===== config.mk =====
export PLATFORM = sky130hd
export DESIGN_NAME = pau_div
export DESIGN_NICKNAME = d
export VERILOG_FILES = /design/src/rtl/polynomial_arithmetic_unit_assert.svh /design/src/rtl/pau_pkg.sv /design/src/rtl/pau_div.sv
export SDC_FILE = /design/constraint.sdc
export NUM_CORES = 1
export LEC_CHECK = 0
export BUFFER_PORTS_ARGS = -buffer_cell sky130_fd_sc_hd__clkbuf_2
export CORE_ASPECT_RATIO = 0.8
export CORE_MARGIN = 2
export CORE_UTILIZATION = 30
export DETAILED_ROUTE_END_ITERATION = 10
export PLACE_DENSITY = 0.54
export SLEW_MARGIN = 10
export SYNTH_ARGS = -nofsm -noshare
export SYNTH_HDL_FRONTEND = slang
export SYNTH_SLANG_ARGS = --single-unit

===== constraint.sdc =====
create_clock -name clk -period 7.4 [get_ports clk]
set_input_delay 0.74 -clock clk [delete_from_list [all_inputs] [get_ports clk]]
set_output_delay 0.74 -clock clk [all_outputs]
set_load 0.05 [all_outputs]

===== src/rtl/polynomial_arithmetic_unit_assert.svh =====
// Assertion macros for the polynomial arithmetic unit.
`ifndef POLYNOMIAL_ARITHMETIC_UNIT_ASSERT_SVH
`define POLYNOMIAL_ARITHMETIC_UNIT_ASSERT_SVH

// Check that an antecedent implies a consequent in the same cycle.
`define PAU_ASSERT_IMP(label, clk, rst_n, ante, cons, msg) \
	label: assert property (@(posedge clk) disable iff (!rst_n) (ante) |-> (cons)) \
		else $error(msg);

// Check that an antecedent implies a consequent in the next cycle.
`define PAU_ASSERT_NEXT(label, clk, rst_n, ante, cons, msg) \
	label: assert property (@(posedge clk) disable iff (!rst_n) (ante) |=> (cons)) \
		else $error(msg);

`endif


===== src/rtl/pau_pkg.sv =====
// ----------------------------------------------------------------------------
// pau_pkg
// Types and constants of the polynomial arithmetic unit.
// ----------------------------------------------------------------------------
`default_nettype none
package pau_pkg;
	localparam int MaxTerms = 16;
	localparam int WorkLen = 2 * MaxTerms - 1;
	localparam int CntW = $clog2(MaxTerms + 1);
	localparam int IdxW = $clog2(MaxTerms);
	localparam int WIdxW = $clog2(WorkLen);

	typedef enum logic [1:0] {
		MODE_ADD = 2'd0,
		MODE_SUB = 2'd1,
		MODE_MUL = 2'd2,
		MODE_DIV = 2'd3
	} mode_t;

	typedef enum logic [2:0] {
		ST_OK = 3'd0,
		ST_EMPTY_QUOT = 3'd1,
		ST_ZERO_LEAD = 3'd2,
		ST_EMPTY_OPND = 3'd3,
		ST_OVERFLOW = 3'd4
	} status_t;

	typedef enum logic [3:0] {
		S_LOAD,
		S_CHECK,
		S_CLEAR,
		S_ADD,
		S_MUL_RD,
		S_MUL_WR,
		S_DIV_LEAD,
		S_DIV_CHK,
		S_DIV_RUN,
		S_DIV_SUB,
		S_DIV_WR,
		S_OUT_RD,
		S_OUT,
		S_ERR
	} state_t;

	typedef struct packed {
		logic        target_poly;
		logic [31:0] coeff_value;
		logic        final_coeff;
	} in_item_t;

	typedef struct packed {
		logic [31:0] result_coeff;
		logic [4:0]  term_index;
		logic        last_result;
		logic [2:0]  status;
	} out_item_t;
endpackage
`default_nettype wire


===== src/rtl/pau_div.sv =====
// ----------------------------------------------------------------------------
// pau_div
// Signed 32-bit restoring divider, one quotient bit per cycle, truncating.
// ----------------------------------------------------------------------------
`default_nettype none
module pau_div (
	input  wire logic        clk,
	input  wire logic        arst_n,
	input  wire logic        start,
	input  wire logic [31:0] dividend,
	input  wire logic [31:0] divisor,
	output logic             done,
	output logic [31:0]      quotient
);
	import pau_pkg::*;

	logic [31:0] rem_q, quo_q, dvs_q;
	logic [5:0]  cnt_q;
	logic        busy_q, neg_q;
	logic [32:0] trial;

	assign trial = {rem_q, quo_q[31]} - {1'b0, dvs_q};

	always_ff @(posedge clk or negedge arst_n) begin
		if (!arst_n) begin
			busy_q <= 1'b0;
			done <= 1'b0;
			cnt_q <= '0;
		end else begin
			done <= 1'b0;
			if (start) begin
				busy_q <= 1'b1;
				cnt_q <= 6'd32;
			end else if (busy_q) begin
				cnt_q <= cnt_q - 6'd1;
				if (cnt_q == 6'd1) begin
					busy_q <= 1'b0;
					done <= 1'b1;
				end
			end
		end
	end

	always_ff @(posedge clk) begin
		if (start) begin
			rem_q <= '0;
			quo_q <= dividend[31] ? (~dividend + 32'd1) : dividend;
			dvs_q <= divisor[31] ? (~divisor + 32'd1) : divisor;
			neg_q <= dividend[31] ^ divisor[31];
		end else if (busy_q) begin
			if (!trial[32]) begin
				rem_q <= trial[31:0];
				quo_q <= {quo_q[30:0], 1'b1};
			end else begin
				rem_q <= {rem_q[30:0], quo_q[31]};
				quo_q <= {quo_q[30:0], 1'b0};
			end
		end
	end

	assign quotient = neg_q ? (~quo_q + 32'd1) : quo_q;
endmodule
`default_nettype wire

==> metrics <==
status=finished, final reports clean; share of layout cells above drive strength 1=13.90%; Highest Signal Layer=met4; Critical Path Max Stage Delay=0.56 ns; routability cong.=0.8404; DRT Pass-1 Iters=5; PD cells=315.4 mW/mm^2; Core ar.=between 0.02 and 0.03 sq mm; num rows=52; DRT met1 WL=just over 10,000 um; die height=around 150 um; Reg clk slew, reported paths=about 0.070 ns; WS Path Type=flop to primary output; max_cap viols=0; # diodes=0; Tightest Pin Transition=~1.0 ns; final WL=~18,000 um; initial antenna violation count=0; EDFF count, synth=65; global-route wire length before repair=30,370 um; number of global-route vias before repair=between 5,000 and 6,000; top cells by area, synth=edfxtp_1 (26%), xnor2_1 (8.8%), dfxtp_1 (8.4%), ha_1 (6.1%), xor2_1 (4.9%); Max VDD drop=roughly 120 uV; syn_area_per_cell=approximately 8.8 sq um; final setup vio count=0; Critical Path RT=~6.7 ns; Final WS setup=2.289 ns; CTS tree=yes; min Tclk post-route=5.111 ns; Syn Nets=around 980; CP most frequent cell=or4_1; starting density of the core=a little under a third; crit-path max FO=4; Die Width=approximately 180 um; Gates resized, CTS repair=0; Worst path slowest cell=or4_1; Worst Hold Class=input pin to async pin; synthesized cell area=roughly 0.0076 sq mm; Total Neg Setup Slack=0 ns; unrepaired setup endpoints after global routing=false; largest net degree at the start of global routing=62; DR DRC count=0; CTS buffer count=9; met3 wire length=~540 um; grt ovf=0; DR iter-0 viols=375; Synth-to-Final Area Change=14.52%; post-place setup slack=2.673 ns; DR WL met2=7625 um; CP cell instances=inv_1 > ha_1 > nand2b_1 > nor3_1 > nand2_1 > or4_1 > or4_1 > or4_1 > or3_1 > or4_1 > o21ai_1 > xnor2_1 > clkbuf_2; H-tree Lvls=3; library cells used by synthesis=57; ys flop type=edfxtp_1; area of the multi-input gates=~0.0045 sq mm; sequential share of the synthesized area=between 30% and 40%; flop and latch count out of synthesis=about 110; Leak=0.003558 uW; Clock Skew=0.009843 ns; clk_lat worst skew=approximately 0.35 ns; CTS max path bufs=2; # fillers=2,584; Antenna Violating Nets Remaining=0; Worst Setup Start Kind=flop; HPWL Detailed=approximately 14,000 um; period utilisation layout=69.06%; Post-CTS Hold Buffers=0; Layout Nets=~1,100; Setup Fix Bufs, Post-CTS=0; area leader, netlist=edfxtp_1; I/O pin count=100; clk sink count=105; Synth top area share=between 20 and 30%; max-slew violation count=0; post-synthesis cell count=872; GRT Overall Usage=between 10% and 20%; Yosys warnings=0; relative slew slack=between 30% and 40%; Critical Path End Type=primary output; PortBufs=a little under 100; Root Buffer=clkbuf_16; FMAX=a little under 200 MHz; Hold WS=around 0.25 ns; final hold viol count=0; Async S/R FF share, synth=under 10%; CP arrival=4.37 ns; full die area=~0.027 sq mm; vias per cell=4.998; Design Power=around 2800 uW; detailed-route via count=approximately 6,400; Avg WL per Cell=about 14 um; sequential cell area=0.002793 sq mm
-- Yosys cell counts (3+ instances only) --
cell	number
a211oi_1	3
a21boi_0	3
a21o_1	15
a21oi_1	63
a311oi_1	23
a31oi_1	3
and2_1	4
and3_1	7
buf_1	3
clkbuf_1	31
dfrtp_1	8
dfxtp_1	32
edfxtp_1	65
ha_1	37
inv_1	52
mux2i_1	7
nand2_1	94
nand2b_1	21
nand3_1	8
nand3b_1	3
nand4_1	6
nor2_1	79
nor2b_1	7
nor3_1	14
nor3b_1	3
o2111ai_1	3
o211ai_1	4
o21a_1	3
o21ai_0	49
o21bai_1	3
o31ai_1	22
o32ai_1	3
o41ai_1	13
or3_1	16
or4_1	16
or4_4	3
xnor2_1	77
xor2_1	43
-- report_power, final --
group,leakage (uW),switching [uW],internal [uW]
Combinational,0.00241,855,527
Sequential,0.00101,134,773
Clock,0.000140,234,234
Total,0.00356,1220,1530
-- sequential cells by signal, summed over array words and instances, names as in the netlist --
signal,flops
busy_q,1
cnt_q,6
done,1
dvs_q,32
neg_q,1
quo_q,32
rem_q,32
-- area by class of cell --
| cell class | instances | area share, % |
|---|---|---|
| clock buffer | 10 | 2.620 |
| clock inverter | 6 | 0.5439 |
| inverter | 52 | 2.233 |
| multi-input combinational | 680 | 51.89 |
| sequential | 105 | 31.95 |
| tap | 324 | 4.638 |
| timing repair buffer | 104 | 6.127 |
-- final timing paths --
path	start	endpoint	slack (ns)	depth (start not counted)
max	quo_q[0]$_DFFE_PP_	quotient[30]	2.29	13
min	arst_n	done$_DFF_PN0_	0.25	1
max reg2reg	quo_q[31]$_DFFE_PP_	rem_q[12]$_SDFFE_PP0P_	3.35	13
min reg2reg	rem_q[26]$_SDFFE_PP0P_	rem_q[26]$_SDFFE_PP0P_	0.49	2
max in group asynchronous	arst_n	cnt_q[5]$_DFFE_PN0P_	6.95	1
min in group clk	rem_q[26]$_SDFFE_PP0P_	rem_q[26]$_SDFFE_PP0P_	0.49	2
-- metal layers --
layer	up-vias	GRT usage, %
met5	-	0
met4	0	3.024
met1	2974	21.28
met2	107	20.67
li1	3313	-
met3	8	2.045
-- critical path, delay by kind of cell (launching register included) --
kind	cells	cell delay, ns
fa+ha+maj	1	0.16
xor+xnor	1	0.14
compound gates	1	0.18
flops	1	0.45
simple gates	8	2.71
buf+inv	2	0.39
-- cell usage in the layout, fill, tap and decap left out, types with 22 or more instances in the layout --
cell / instances
clkbuf_2: 98
nand2_1: 94
nor2_1: 79
xnor2_1: 75
edfxtp_1: 65
a21oi_1: 63
inv_1: 52
o21ai_0: 49
xor2_1: 43
ha_1: 37
dfxtp_1: 32
a311oi_1: 23
o31ai_1: 22
-- through the flow --
step           area [sq um]  utilization [%]  cells
2_1_floorplan          7632                -    872
3_3_place_gp           8464            33.62   1265
3_5_place_dp           8464            33.62   1265
4_1_cts                8741            34.71   1281
5_1_grt                8741            34.71   1281
6_report               8741            34.71   1281
-- logic make-up after synthesis --
family                   Yosys count  share of synthesized area (%)
AO/OA/AOI/OAI                    224                          19.43
XOR/XNOR                         120                          13.77
adder cells (fa/ha/maj)           38                          6.328
buffers and inverters             87                          4.328
flip-flops                       105                          36.59
multiplexers                       7                         0.9181
AND/OR/NAND/NOR                  291                          18.64
(Power assumes the default switching activity.)
